--- config.mk ---
export PLATFORM = sky130hd
export DESIGN_NAME = ultrasonic_ranger_median_unit
export DESIGN_NICKNAME = d
export VERILOG_FILES = /design/src/rtl/core/ursm_pkg.sv /design/src/rtl/core/ursm_cfg.sv /design/src/rtl/core/ursm_sorter.sv /design/src/rtl/core/ursm_seq.sv /design/src/rtl/core/ultrasonic_ranger_median_unit.sv
export VERILOG_INCLUDE_DIRS = /design/src /design/src/rtl/core
export SDC_FILE = /design/constraint.sdc
export NUM_CORES = 1
export LEC_CHECK = 0
export ABC_AREA = 1
export BUFFER_PORTS_ARGS = -buffer_cell sky130_fd_sc_hd__buf_2
export CAP_MARGIN = 20
export CORE_MARGIN = 1.5
export CORE_UTILIZATION = 65
export DETAILED_ROUTE_END_ITERATION = 12
export GPL_TIMING_DRIVEN = 1
export PLACE_DENSITY = 0.9
export SLEW_MARGIN = 10
export SYNTH_ARGS = -nofsm -noshare
export SYNTH_HDL_FRONTEND = slang
export SYNTH_SLANG_ARGS = --single-unit
--- constraint.sdc ---
create_clock -name clk_i -period 18.3 [get_ports clk_i]
set_clock_uncertainty 0.2 [all_clocks]
set_input_delay 0.915 -clock clk_i [delete_from_list [all_inputs] [get_ports clk_i]]
set_output_delay 0.915 -clock clk_i [all_outputs]
set_load 0.01 [all_outputs]
--- src/rtl/core/ultrasonic_ranger_median_unit_macros.svh ---
// assertion macros used by the ranger top level
`ifndef ULTRASONIC_RANGER_MEDIAN_UNIT_MACROS_SVH
`define ULTRASONIC_RANGER_MEDIAN_UNIT_MACROS_SVH

// same-cycle implication, held off during reset
`define URSM_ASSERT_IMPL(label, ante, cons, msg) \
  label: assert property (@(posedge clk_i) disable iff (!rst_ni) (ante) |-> (cons)) \
    else $error(msg);

// next-cycle implication, held off during reset
`define URSM_ASSERT_NEXT(label, ante, cons, msg) \
  label: assert property (@(posedge clk_i) disable iff (!rst_ni) (ante) |=> (cons)) \
    else $error(msg);

`endif

--- src/rtl/core/ursm_pkg.sv ---
// types and constants for the ultrasonic ranger with median filter
package ursm_pkg;

  localparam int CFG_IDX_W  = 3;
  localparam int CFG_DATA_W = 20;
  localparam int DIST_W     = 16;
  localparam int TIMER_W    = 20;
  localparam int TRIES_W    = 4;
  localparam int USED_W     = 4;
  localparam int ELAPSED_W  = DIST_W + 1;
  localparam int SCALE_W    = 9;
  localparam int PROD_W     = ELAPSED_W + SCALE_W;
  localparam int DIST_SHIFT = 8;
  localparam int SDIST_W    = PROD_W - DIST_SHIFT;

  localparam logic [SCALE_W-1:0] DIST_SCALE     = 9'd439;
  localparam logic [TIMER_W-1:0] TRIG_LOW_TICKS = 20'd2;
  localparam logic [TRIES_W-1:0] TRIES_MAX      = 4'd15;

  localparam logic [15:0] TIMEOUT_RST   = 16'd30000;
  localparam logic [15:0] MIN_DIST_RST  = 16'd200;
  localparam logic [15:0] MAX_DIST_RST  = 16'd40000;
  localparam logic [19:0] GAP_RST       = 20'd60000;
  localparam logic [3:0]  SAMPLES_RST   = 4'd5;
  localparam logic [3:0]  TRIES_RST     = 4'd10;
  localparam logic [7:0]  TRIG_W_RST    = 8'd20;

  typedef enum logic [2:0] {
    PH_IDLE,
    PH_TRIG_LOW,
    PH_TRIG_HIGH,
    PH_WAIT_RISE,
    PH_TIME_HIGH,
    PH_GAP
  } phase_e;

  typedef enum logic [CFG_IDX_W-1:0] {
    CFG_TIMEOUT,
    CFG_MIN_DIST,
    CFG_MAX_DIST,
    CFG_GAP,
    CFG_SAMPLES,
    CFG_TRIES,
    CFG_TRIG_WIDTH
  } cfg_idx_e;

  typedef struct packed {
    logic [15:0] timeout_us;
    logic [15:0] min_distance;
    logic [15:0] max_distance;
    logic [19:0] gap_ticks;
    logic [3:0]  samples_wanted;
    logic [3:0]  tries_allowed;
    logic [7:0]  trigger_width;
  } cfg_t;

  typedef struct packed {
    logic              clear;
    logic              insert;
    logic [DIST_W-1:0] value;
  } sort_ctl_t;

  typedef struct packed {
    logic              trig;
    logic              busy;
    logic              done;
    logic              found;
    logic [DIST_W-1:0] distance;
    logic [USED_W-1:0] samples_used;
  } res_t;

endpackage

--- src/rtl/core/ursm_cfg.sv ---
// configuration register file
module ursm_cfg import ursm_pkg::*; (
  input  logic                  clk_i,
  input  logic                  rst_ni,
  input  logic                  cfg_we_i,
  input  logic [CFG_IDX_W-1:0]  cfg_idx_i,
  input  logic [CFG_DATA_W-1:0] cfg_data_i,
  output cfg_t                  cfg_o
);

  cfg_t cfg_q, cfg_d;

  always_comb begin
    cfg_d = cfg_q;
    if (cfg_we_i) begin
      case (cfg_idx_e'(cfg_idx_i))
        CFG_TIMEOUT:    cfg_d.timeout_us     = cfg_data_i[15:0];
        CFG_MIN_DIST:   cfg_d.min_distance   = cfg_data_i[15:0];
        CFG_MAX_DIST:   cfg_d.max_distance   = cfg_data_i[15:0];
        CFG_GAP:        cfg_d.gap_ticks      = cfg_data_i[19:0];
        CFG_SAMPLES:    cfg_d.samples_wanted = cfg_data_i[3:0];
        CFG_TRIES:      cfg_d.tries_allowed  = cfg_data_i[3:0];
        CFG_TRIG_WIDTH: cfg_d.trigger_width  = cfg_data_i[7:0];
        default:        cfg_d = cfg_q;
      endcase
    end
  end

  always_ff @(posedge clk_i or negedge rst_ni) begin
    if (!rst_ni) begin
      cfg_q.timeout_us     <= TIMEOUT_RST;
      cfg_q.min_distance   <= MIN_DIST_RST;
      cfg_q.max_distance   <= MAX_DIST_RST;
      cfg_q.gap_ticks      <= GAP_RST;
      cfg_q.samples_wanted <= SAMPLES_RST;
      cfg_q.tries_allowed  <= TRIES_RST;
      cfg_q.trigger_width  <= TRIG_W_RST;
    end else begin
      cfg_q <= cfg_d;
    end
  end

  assign cfg_o = cfg_q;

endmodule

--- src/rtl/core/ursm_sorter.sv ---
// insertion-sorted sample cells with median select
module ursm_sorter import ursm_pkg::*; #(
  parameter int SAMPLE_SLOTS = 8,
  localparam int CNT_W = $clog2(SAMPLE_SLOTS + 1)
) (
  input  logic              clk_i,
  input  logic              rst_ni,
  input  sort_ctl_t         ctl_i,
  output logic [CNT_W-1:0]  count_o,
  output logic [DIST_W-1:0] median_o
);

  logic [DIST_W-1:0]     slot_q [SAMPLE_SLOTS];
  logic [CNT_W-1:0]      count_q, count_d;
  logic [SAMPLE_SLOTS-1:0] gt;
  logic [SAMPLE_SLOTS-1:0] gt_ext;
  logic                  ins_ok;
  logic [CNT_W-1:0]      half;
  logic [DIST_W-1:0]     lo, hi;
  logic [DIST_W:0]       pair_sum;

  assign ins_ok = ctl_i.insert && !ctl_i.clear && (count_q < CNT_W'(SAMPLE_SLOTS));

  always_comb begin
    gt_ext[0] = 1'b0;
    for (int k = 0; k < SAMPLE_SLOTS; k++) begin
      gt[k] = (CNT_W'(k) < count_q) && (slot_q[k] > ctl_i.value);
    end
    for (int k = 1; k < SAMPLE_SLOTS; k++) begin
      gt_ext[k] = gt[k-1];
    end
  end

  for (genvar k = 0; k < SAMPLE_SLOTS; k++) begin : g_cell
    localparam logic [CNT_W-1:0] Idx = CNT_W'(k);
    logic [DIST_W-1:0] left;
    logic [DIST_W-1:0] slot_d;
    logic              take;

    if (k == 0) begin : g_first
      assign left = ctl_i.value;
    end else begin : g_rest
      assign left = slot_q[k-1];
    end

    // a cell loads when the new value lands here or everything above it moves up
    assign take   = ins_ok && ((Idx == count_q) || gt[k]);
    assign slot_d = gt_ext[k] ? left : ctl_i.value;

    always_ff @(posedge clk_i) begin
      if (take) begin
        slot_q[k] <= slot_d;
      end
    end
  end

  always_comb begin
    count_d = count_q;
    if (ctl_i.clear) begin
      count_d = '0;
    end else if (ins_ok) begin
      count_d = count_q + CNT_W'(1);
    end
  end

  always_ff @(posedge clk_i or negedge rst_ni) begin
    if (!rst_ni) begin
      count_q <= '0;
    end else begin
      count_q <= count_d;
    end
  end

  always_comb begin
    half = count_q >> 1;
    lo   = '0;
    hi   = '0;
    for (int k = 0; k < SAMPLE_SLOTS; k++) begin
      if (CNT_W'(k) == half) begin
        hi = slot_q[k];
      end
      if (CNT_W'(k + 1) == half) begin
        lo = slot_q[k];
      end
    end
    pair_sum = {1'b0, lo} + {1'b0, hi};
    if (count_q == '0) begin
      median_o = '0;
    end else if (count_q[0]) begin
      median_o = hi;
    end else begin
      median_o = pair_sum[DIST_W:1];
    end
  end

  assign count_o = count_q;

endmodule

--- src/rtl/core/ursm_seq.sv ---
// measurement sequencer: trigger, echo timing, tries and gaps
module ursm_seq import ursm_pkg::*; #(
  parameter int SAMPLE_SLOTS = 8,
  localparam int CNT_W = $clog2(SAMPLE_SLOTS + 1)
) (
  input  logic              clk_i,
  input  logic              rst_ni,
  input  logic              accept_i,
  input  logic              cmd_i,
  input  logic              echo_i,
  input  cfg_t              cfg_i,
  input  logic [CNT_W-1:0]  count_i,
  input  logic [DIST_W-1:0] median_i,
  output sort_ctl_t         sort_o,
  output res_t              res_o
);

  phase_e               phase_q, phase_d;
  logic [TIMER_W-1:0]   timer_q, timer_d;
  logic [DIST_W-1:0]    pulse_q, pulse_d;
  logic [TRIES_W-1:0]   tries_q, tries_d;

  logic                 decide;
  logic                 fresh;
  logic                 end_try;
  logic [TRIES_W-1:0]   tries_eff;
  logic [CNT_W-1:0]     cnt_eff;
  logic [TIMER_W-1:0]   timer_inc;
  logic [ELAPSED_W-1:0] elapsed;
  logic [PROD_W-1:0]    prod;
  logic [SDIST_W-1:0]   dist_raw;
  logic                 in_range;

  assign timer_inc = timer_q + TIMER_W'(1);
  assign elapsed   = {1'b0, pulse_q} + ELAPSED_W'(1);
  assign prod      = PROD_W'(elapsed) * PROD_W'(DIST_SCALE);
  assign dist_raw  = prod[PROD_W-1:DIST_SHIFT];
  assign in_range  = (dist_raw >= SDIST_W'(cfg_i.min_distance))
                  && (dist_raw <= SDIST_W'(cfg_i.max_distance));

  always_comb begin
    phase_d   = phase_q;
    timer_d   = timer_q;
    pulse_d   = pulse_q;
    tries_d   = tries_q;
    sort_o    = '0;
    res_o     = '0;
    decide    = 1'b0;
    fresh     = 1'b0;
    end_try   = 1'b0;
    tries_eff = tries_q;
    cnt_eff   = count_i;

    if (accept_i) begin
      case (phase_q)
        PH_IDLE: begin
          if (cmd_i) begin
            sort_o.clear = 1'b1;
            tries_d      = '0;
            pulse_d      = '0;
            tries_eff    = '0;
            cnt_eff      = '0;
            fresh        = 1'b1;
            decide       = 1'b1;
          end
        end
        PH_GAP: begin
          if (timer_q < cfg_i.gap_ticks) begin
            timer_d    = timer_inc;
            res_o.busy = 1'b1;
          end else begin
            decide = 1'b1;
          end
        end
        PH_TRIG_LOW: begin
          res_o.busy = 1'b1;
          if (timer_inc >= TRIG_LOW_TICKS) begin
            phase_d = PH_TRIG_HIGH;
            timer_d = '0;
          end else begin
            timer_d = timer_inc;
          end
        end
        PH_TRIG_HIGH: begin
          res_o.busy = 1'b1;
          res_o.trig = 1'b1;
          if (timer_inc >= TIMER_W'(cfg_i.trigger_width)) begin
            phase_d = PH_WAIT_RISE;
            timer_d = '0;
          end else begin
            timer_d = timer_inc;
          end
        end
        PH_WAIT_RISE: begin
          res_o.busy = 1'b1;
          if (echo_i) begin
            phase_d = PH_TIME_HIGH;
            pulse_d = '0;
          end else begin
            timer_d = timer_inc;
            end_try = timer_inc > TIMER_W'(cfg_i.timeout_us);
          end
        end
        PH_TIME_HIGH: begin
          res_o.busy = 1'b1;
          if (!echo_i) begin
            pulse_d       = elapsed[DIST_W-1:0];
            sort_o.insert = in_range;
            sort_o.value  = dist_raw[DIST_W-1:0];
            end_try       = 1'b1;
          end else if (elapsed > ELAPSED_W'(cfg_i.timeout_us)) begin
            end_try = 1'b1;
          end else begin
            pulse_d = elapsed[DIST_W-1:0];
          end
        end
        default: begin
          phase_d = PH_IDLE;
          timer_d = '0;
        end
      endcase

      if (end_try) begin
        if (tries_q < TRIES_MAX) begin
          tries_d = tries_q + TRIES_W'(1);
        end
        phase_d = PH_GAP;
        timer_d = '0;
      end

      if (decide) begin
        if ((32'(cnt_eff) < 32'(cfg_i.samples_wanted)) && (32'(cnt_eff) < SAMPLE_SLOTS)
            && (tries_eff < cfg_i.tries_allowed)) begin
          // first trigger-low tick of the next try
          phase_d    = PH_TRIG_LOW;
          timer_d    = TIMER_W'(1);
          res_o.busy = 1'b1;
        end else begin
          phase_d            = PH_IDLE;
          timer_d            = '0;
          res_o.done         = 1'b1;
          res_o.found        = (cnt_eff != '0);
          res_o.distance     = fresh ? '0 : median_i;
          res_o.samples_used = USED_W'(cnt_eff);
        end
      end
    end
  end

  always_ff @(posedge clk_i or negedge rst_ni) begin
    if (!rst_ni) begin
      phase_q <= PH_IDLE;
      timer_q <= '0;
      pulse_q <= '0;
      tries_q <= '0;
    end else begin
      phase_q <= phase_d;
      timer_q <= timer_d;
      pulse_q <= pulse_d;
      tries_q <= tries_d;
    end
  end

endmodule

--- src/rtl/core/ultrasonic_ranger_median_unit.sv ---
// top level of the ultrasonic ranger with median filter
// latency: a beat's result is shown in the cycle after it is accepted
// throughput: one input beat per cycle while the input is not stalled, set by the single output register
// a stalled result holds the output register and stalls the input side only
// reset clears phase, timers, tries, sample count and registers to defaults
// the sample cells are not reset and are read only after being written
`include "ultrasonic_ranger_median_unit_macros.svh"

module ultrasonic_ranger_median_unit import ursm_pkg::*; #(
  parameter int SAMPLE_SLOTS = 8
) (
  input  logic                  clk_i,
  input  logic                  rst_ni,
  input  logic                  cfg_we_i,
  input  logic [CFG_IDX_W-1:0]  cfg_idx_i,
  input  logic [CFG_DATA_W-1:0] cfg_data_i,
  input  logic                  in_valid_i,
  output logic                  in_stall_o,
  input  logic                  cmd_i,
  input  logic                  echo_i,
  output logic                  out_valid_o,
  input  logic                  out_stall_i,
  output logic                  trig_o,
  output logic                  busy_res_o,
  output logic                  done_res_o,
  output logic                  found_o,
  output logic [DIST_W-1:0]     distance_o,
  output logic [USED_W-1:0]     samples_used_o
);

  localparam int CNT_W = $clog2(SAMPLE_SLOTS + 1);

  cfg_t              cfg;
  sort_ctl_t         sort_ctl;
  res_t              res;
  res_t              res_q;
  logic              out_valid_q, out_valid_d;
  logic              accept;
  logic [CNT_W-1:0]  count;
  logic [DIST_W-1:0] median;

  assign in_stall_o = out_valid_q && out_stall_i;
  assign accept     = in_valid_i && !in_stall_o;

  ursm_cfg u_cfg (
    .clk_i      (clk_i),
    .rst_ni     (rst_ni),
    .cfg_we_i   (cfg_we_i),
    .cfg_idx_i  (cfg_idx_i),
    .cfg_data_i (cfg_data_i),
    .cfg_o      (cfg)
  );

  ursm_seq #(
    .SAMPLE_SLOTS (SAMPLE_SLOTS)
  ) u_seq (
    .clk_i    (clk_i),
    .rst_ni   (rst_ni),
    .accept_i (accept),
    .cmd_i    (cmd_i),
    .echo_i   (echo_i),
    .cfg_i    (cfg),
    .count_i  (count),
    .median_i (median),
    .sort_o   (sort_ctl),
    .res_o    (res)
  );

  ursm_sorter #(
    .SAMPLE_SLOTS (SAMPLE_SLOTS)
  ) u_sorter (
    .clk_i    (clk_i),
    .rst_ni   (rst_ni),
    .ctl_i    (sort_ctl),
    .count_o  (count),
    .median_o (median)
  );

  always_comb begin
    out_valid_d = out_valid_q;
    if (accept) begin
      out_valid_d = 1'b1;
    end else if (!out_stall_i) begin
      out_valid_d = 1'b0;
    end
  end

  always_ff @(posedge clk_i or negedge rst_ni) begin
    if (!rst_ni) begin
      out_valid_q <= 1'b0;
    end else begin
      out_valid_q <= out_valid_d;
    end
  end

  always_ff @(posedge clk_i) begin
    if (accept) begin
      res_q <= res;
    end
  end

  assign out_valid_o    = out_valid_q;
  assign trig_o         = res_q.trig;
  assign busy_res_o     = res_q.busy;
  assign done_res_o     = res_q.done;
  assign found_o        = res_q.found;
  assign distance_o     = res_q.distance;
  assign samples_used_o = res_q.samples_used;

  `URSM_ASSERT_IMPL(a_no_stall_when_empty, !out_valid_o, !in_stall_o,
                    "input stalled with empty output register")
  `URSM_ASSERT_NEXT(a_beat_reaches_output, in_valid_i && !in_stall_o, out_valid_o,
                    "accepted beat did not reach the output register")
  `URSM_ASSERT_IMPL(a_trig_only_busy, out_valid_o && trig_o, busy_res_o && !done_res_o,
                    "trigger driven outside a running measurement")
  `URSM_ASSERT_IMPL(a_no_distance_unfound, out_valid_o && !found_o, distance_o == '0,
                    "distance reported without a valid reading")

endmodule

After elaboration in Yosys (flattened, before gate mapping)
Memories as Yosys holds them, arrays and structs flattened.
Cells that the tools add are included.
Word-level totals
  register bits after elaboration: 156
  bits in writable memories: 128
  input bits: 30
  output and inout port bits: 26
  word-level logic and storage cells: 239
  memories kept: 1
Memory list
  u_sorter.slot_q: words 8, bits a word 16, rd ports 8, clocked after memory_dff 0, wr ports 8, RTL line ursm_sorter.sv:13  | logic [DIST_W-1:0] slot_q [SAMPLE_SLOTS];
Cells by class
  $add $sub $neg: 5
  multipliers: 1
  magnitude comparators: 28
  equality and inequality tests: 36
  multiplexer cells: 93
  bitwise gates (word level): 1
  reduce and logical (&&, ||, !) cells: 55
Operators by type and width (number)
  16-bit 2-to-1 mux: 29
  16-bit greater-than comparator: 8
  20-bit 2-to-1 mux: 6
  20-bit case mux with 5 select lines: 1
  16-bit case mux with 3 select lines: 1
  4-bit 2-to-1 mux: 10
  17-bit 2-to-1 mux: 2
  1-bit 2-to-1 mux: 32
  17-bit by 9-bit multiplier with 26-bit output (second input constant): 1
  1-bit logical AND: 23
  23-bit 2-to-1 mux: 1
  22-bit 2-to-1 mux: 1
  20-bit by 1-bit adder with 20-bit output (second input constant): 1
  20-bit by 2-bit >= comparator with 1-bit output (second input constant): 1
  20-bit by 8-bit >= comparator with 1-bit output: 1
  20-bit by 16-bit greater-than comparator with 1-bit output: 1
  20-bit < comparator: 1
  18-bit by 16-bit >= comparator with 1-bit output: 1
  18-bit by 16-bit less-or-equal comparator with 1-bit output: 1
  18-bit 2-to-1 mux: 1
  16-bit by 1-bit adder with 17-bit output (second input constant): 1
  16-bit by 16-bit adder with 17-bit output: 1
  17-bit by 16-bit greater-than comparator with 1-bit output: 1
  3-bit by 4-bit equality test with 1-bit output (first input constant): 4
  other kinds (37): 89

Longest topological paths before layout
  depth in word-level cells: 15
  mapped depth: 48
  depth with buffers taken out: 48

Modules after synthesis
From an unflattened synthesis, not the netlist that was laid out.
Second synthesis, totals
  cell total of the unflattened synthesis: 3199
  area, all modules: 24708.7 sq um
Modules (own cells, without submodules)
  ursm_sorter: times used 1, cells each 1341, area an instance 10814.1 sq um, seq. area each 3943.8 sq um
  ursm_seq: times used 1, cells each 1451, area an instance 9740.6 sq um, seq. area each 1076.0 sq um
  ursm_cfg: times used 1, cells each 377, area an instance 3388.2 sq um, seq. area each 2137.0 sq um
  ultrasonic_ranger_median_unit: times used 1, cells each 30, area an instance 765.7 sq um, seq. area each 745.7 sq um

Worst setup path after synthesis
Ideal clock, no wire load.
  path type: reg-to-reg
  from: register u_seq.pulse_q[0]
  to: memory u_sorter.slot_q[5][0] (netlist: u_sorter.slot_q[1][16]), enable pin
  library setup time: 411 ps
  data arrival time: 7961 ps
  data required time: 17689 ps
  slack: 9728 ps
  stages on the path, launching flop included: 39
  buffers on the path: 1
  period minus slack after synthesis: 8572 ps
  path through: dfrtp_1 -> ha_1 -> nand3_2 -> nor2_2 -> inv_1 -> nor2_2 -> inv_2 -> nor3_2 -> xor2_2 -> inv_1 -> nor2_2 -> inv_1 -> nand2_1 -> inv_1 -> ha_1 -> inv_1 -> fa_1 -> inv_1 -> [... 3 more ...] -> inv_1 -> ha_1 -> nand2_1 -> nor2_1 -> inv_1 -> nor3_1 -> a21oi_1 -> o31ai_1 -> xor2_1 -> nand2_2 -> ha_1 -> nand2_1 -> nor4b_1 -> nand2_1 -> o211ai_1 -> nand2_1 -> clkbuf_1 -> o21ai_0
RTL lines
  start: declaration: RTL line ursm_seq.sv:20  | logic [DIST_W-1:0] pulse_q, pulse_d;
  start signal: assignment: RTL line ursm_seq.sv:159  | pulse_q <= pulse_d;
  end: declaration: RTL line ursm_sorter.sv:13

==> flow_summary_export.csv <==
group,metric,value,unit
clock_network,cts.repair_timing.setup_buffer_count,0,
finish,final.fill_count,2819,
clock_network,cts_hold_buffers,0,
setup_path,endpoint_kind,"register",
setup_path,worst-path-max-fanout,21,
run,cap_viol_max_count,0,
min_path,timing.hold.worst.class,"primary input to asynchronous set/reset pin",
routing,drtIter0Drc,1888,
setup_path,ff2ff_path_depth,41,
grt,groute.layer.met2.usage,69.21,%
synthesis,synth_cells,2961,
timing,timing_max_transition_violations_final,0,
clock_network,tritoncts,"done",
finish,syn_to_final_growth,8.050,%
finish,antenna_diode_count,0,
synthesis,synthTopCellsByArea,"sky130_fd_sc_hd__edfxtp_1 19%, sky130_fd_sc_hd__ha_1 16%, sky130_fd_sc_hd__dfrtp_1 11%, sky130_fd_sc_hd__nand2_1 9.7%, sky130_fd_sc_hd__inv_1 7.8%",
clock_network,clock_sink_count,284,
outcome,run_status,"finished, violations left",
setup_path,timing.critical_path.required,18.33,ns
routing,drc_errors,3,
place,port-buffer-count,55,
floorplanning,design.core.area,0.03566,mm2
grt,grt.overflow.total,0,
finish,finalCoreUtilization,71.54,%
timing,timing_hold_violations_final,0,
grt,via_count_of_the_first_global_routing_pass,21771,
grt,grt.total_usage,40.59,%
synthesis,synth.most_common_cell,"sky130_fd_sc_hd__nand2_1",
timing,worst_slew_margin_rel,24.71,%
setup_path,setup.worst_path.start_class,"register",
setup_path,slowest_cp_cell,"sky130_fd_sc_hd__nor3_1",
finish,drive_above_1_share,6.961,%
synthesis,synthesis.area_per_instance,7.973,um2
synthesis,synthDominantCellAreaShare,19.33,%
timing,report.final.setup_viol,0,
power,static-leakage-power,12.29,nW
place,place_hpwl,58.95,mm
synthesis,ys_top_cells_by_count,"610 x sky130_fd_sc_hd__nand2_1, 488 x sky130_fd_sc_hd__inv_1, 298 x sky130_fd_sc_hd__ha_1, 280 x sky130_fd_sc_hd__o21ai_0, 185 x sky130_fd_sc_hd__nor2_1",
grt,largest_net_degree_at_the_start_of_global_routing,80,
synthesis,edff_count_synth,152,
timing,fin_hold_ws,0.1070,ns
power,max_ir_drop_vdd,0.1063,mV
setup_path,worst-endpoint-arrival,10.00,ns
clock_network,clock_root_buffer,"sky130_fd_sc_hd__clkbuf_16",
synthesis,post_synthesis_sequential_area_ratio,33.47,%
clock_network,clk_transition_reported_paths,0.07,ns
synthesis,synthesis.nets,3339,
routing,via_per_inst,6.191,
grt,met1_track_utilization_from_global_routing,46.08,%
routing,number_of_iterations_in_the_first_detailed_routing_pass,10,
floorplanning,floorplan.die.width,193.6,um
finish,multi_input_area,0.01354,mm2
floorplanning,start_util,66.21,%
clock_network,clock_path_buffers,3,
timing,timing.final.crit_share,54.50,%
grt,first_pass_grt_wire_length,117.4,mm
place,finalWeightedCongestion,1.082,
floorplanning,floorplan.die_area,0.03747,mm2
routing,wire_per_inst,21.73,um
clock_network,clock_insertion_delay_worst_skew,0.56,ns
routing,vias,21619,
setup_path,worst_path_largest_cell_delay,0.75,ns
clock_network,cts_max_level,2,
synthesis,postSynthRegisterBits,284,
floorplanning,die_h,193.6,um
clock_network,post_cts.resized_instances,0,
power,p_per_area,75.49,mW/mm2
floorplanning,floorplan.io_pins,56,
setup_path,timing.setup.critical_path_class,"register to register",
setup_path,critPathMostFrequentCell,"sky130_fd_sc_hd__inv_1",
synthesis,synth-warning-count,0,
synthesis,ys_async_sr_fraction,46.48,%
timing,fmaxAchievable,100.3,MHz
routing,final_antenna_net_count,0,
synthesis,synth_flop_cell,"sky130_fd_sc_hd__edfxtp_1",
clock_network,cts-buffers-inserted,34,
timing,fin_setup_tns,0,ns
grt,antenna_violations_before_repair,0,
finish,final_net_count,3383,
outcome,failed_checks,"DRC",
floorplanning,cell_row_count,69,
grt,top_usage_layer,"met2",
synthesis,synth_area_leader_cell,"sky130_fd_sc_hd__edfxtp_1",
grt,use_met3,6.625,%
routing,routed_wire_length,75.87,mm
synthesis,ys_types,57,
timing,grt_setup_unrepaired,"no",
timing,worstMarginPinSlew,1.123,ns
timing,timing.final.crit_period,9.973,ns
synthesis,netlist_area_pre_place,0.02361,mm2
finish,register_area,0.007903,mm2
-- critical path, delay by kind of cell (launching register included) --
kind,cells,cell delay (ns)
DFF,1,0.46
xor gates and xnor gates,1,0.37
buffers and inverters,13,1.43
adders and majority gates,7,2.74
AOI/OAI and AO/OA,7,1.30
and+or+nand+nor,13,3.08
-- cell type report --
| class | count | area share (%) |
|---|---|---|
| Multi-Input combinational cell | 2106 | 53.07 |
| Sequential cell | 284 | 30.98 |
| Inverter | 496 | 7.298 |
| Tap cell | 461 | 2.261 |
| Clock inverter | 14 | 0.5199 |
| Timing Repair Buffer | 83 | 2.006 |
| Clock buffer | 48 | 3.870 |
-- state kept, by name (all words and copies together), names as in the netlist --
name              cells
u_sorter.slot_q     128
u_cfg.cfg_o          84
u_seq.timer_q        20
distance_o           16
u_seq.pulse_q        16
samples_used_o        4
u_seq.tries_q         4
u_sorter.count_o      4
u_seq.phase_q         3
busy_res_o            1
done_res_o            1
found_o               1
out_valid_o           1
trig_o                1
-- cells in the final DEF, fill, tap and decap left out, types with 24 or more instances in the layout --
cell,netlist,routed
sky130_fd_sc_hd__buf_4,4,27
sky130_fd_sc_hd__inv_1,488,488
sky130_fd_sc_hd__dfrtp_1,104,104
sky130_fd_sc_hd__nand2_1,610,610
sky130_fd_sc_hd__o22ai_1,24,24
sky130_fd_sc_hd__edfxtp_1,152,152
sky130_fd_sc_hd__o211ai_1,28,28
sky130_fd_sc_hd__buf_2,11,54
sky130_fd_sc_hd__nor2_1,185,184
sky130_fd_sc_hd__o221ai_1,24,24
sky130_fd_sc_hd__nor3_1,49,47
sky130_fd_sc_hd__nand3_1,106,106
sky130_fd_sc_hd__ha_1,298,298
sky130_fd_sc_hd__nand4_1,39,39
sky130_fd_sc_hd__fa_1,50,50
sky130_fd_sc_hd__xor2_1,58,58
sky130_fd_sc_hd__dfstp_2,28,28
sky130_fd_sc_hd__clkbuf_16,0,37
sky130_fd_sc_hd__a21oi_1,160,160
sky130_fd_sc_hd__o21ai_0,280,279
-- where the power goes --
| group | switching (mW) | internal (mW) | total [mW] |
|---|---|---|---|
| sequential | 0.0374 | 0.730 | 0.768 |
| combinational | 0.318 | 0.143 | 0.461 |
| clock | 0.290 | 0.407 | 0.697 |
| total | 0.645 | 1.28 | 1.93 |
-- worst paths after layout --
check | from | to | slack, ns
setup / recovery | u_seq.pulse_q[0] | u_sorter.slot_q[1][37] | 8.33
hold / removal | rst_ni | u_seq.timer_q[16] | 0.11
setup reg to reg | u_seq.pulse_q[0] | u_sorter.slot_q[1][37] | 8.33
hold reg to reg | u_cfg.cfg_o[39] | u_cfg.cfg_o[39] | 0.28
max in group asynchronous | rst_ni | u_cfg.cfg_o[55] | 16.71
min in group clk_i | u_cfg.cfg_o[39] | u_cfg.cfg_o[39] | 0.28
-- per-layer routing --
layer | vias to the layer above | share of wire (%)
met3 | 316 | 7.5
li1 | 10072 | -
met1 | 10102 | 37
met4 | 0 | 8.0
met5 | - | 0
met2 | 1129 | 48
-- cell families after synthesis --
family	share of synthesized area, %
buffers and inverters	9.264
DFF	33.47
and+or+nand+nor	18.64
adders and majority gates	20.03
AOI/OAI and AO/OA	15.59
xor gates and xnor gates	3.000
-- metrics by stage --
step                setup slack, ns  power, mW  cell area, um2  cells
global route                  7.972      2.006           25510   3492
finish                        8.327      1.926           25510   3492
CTS                           8.629      1.914           25480   3491
global placement              8.654      1.193           24350   3428
detailed placement            8.654      1.218           24360   3429
floorplan                     9.728      1.081           23610   2961
Note: power is estimated with default switching activity, not from simulation.
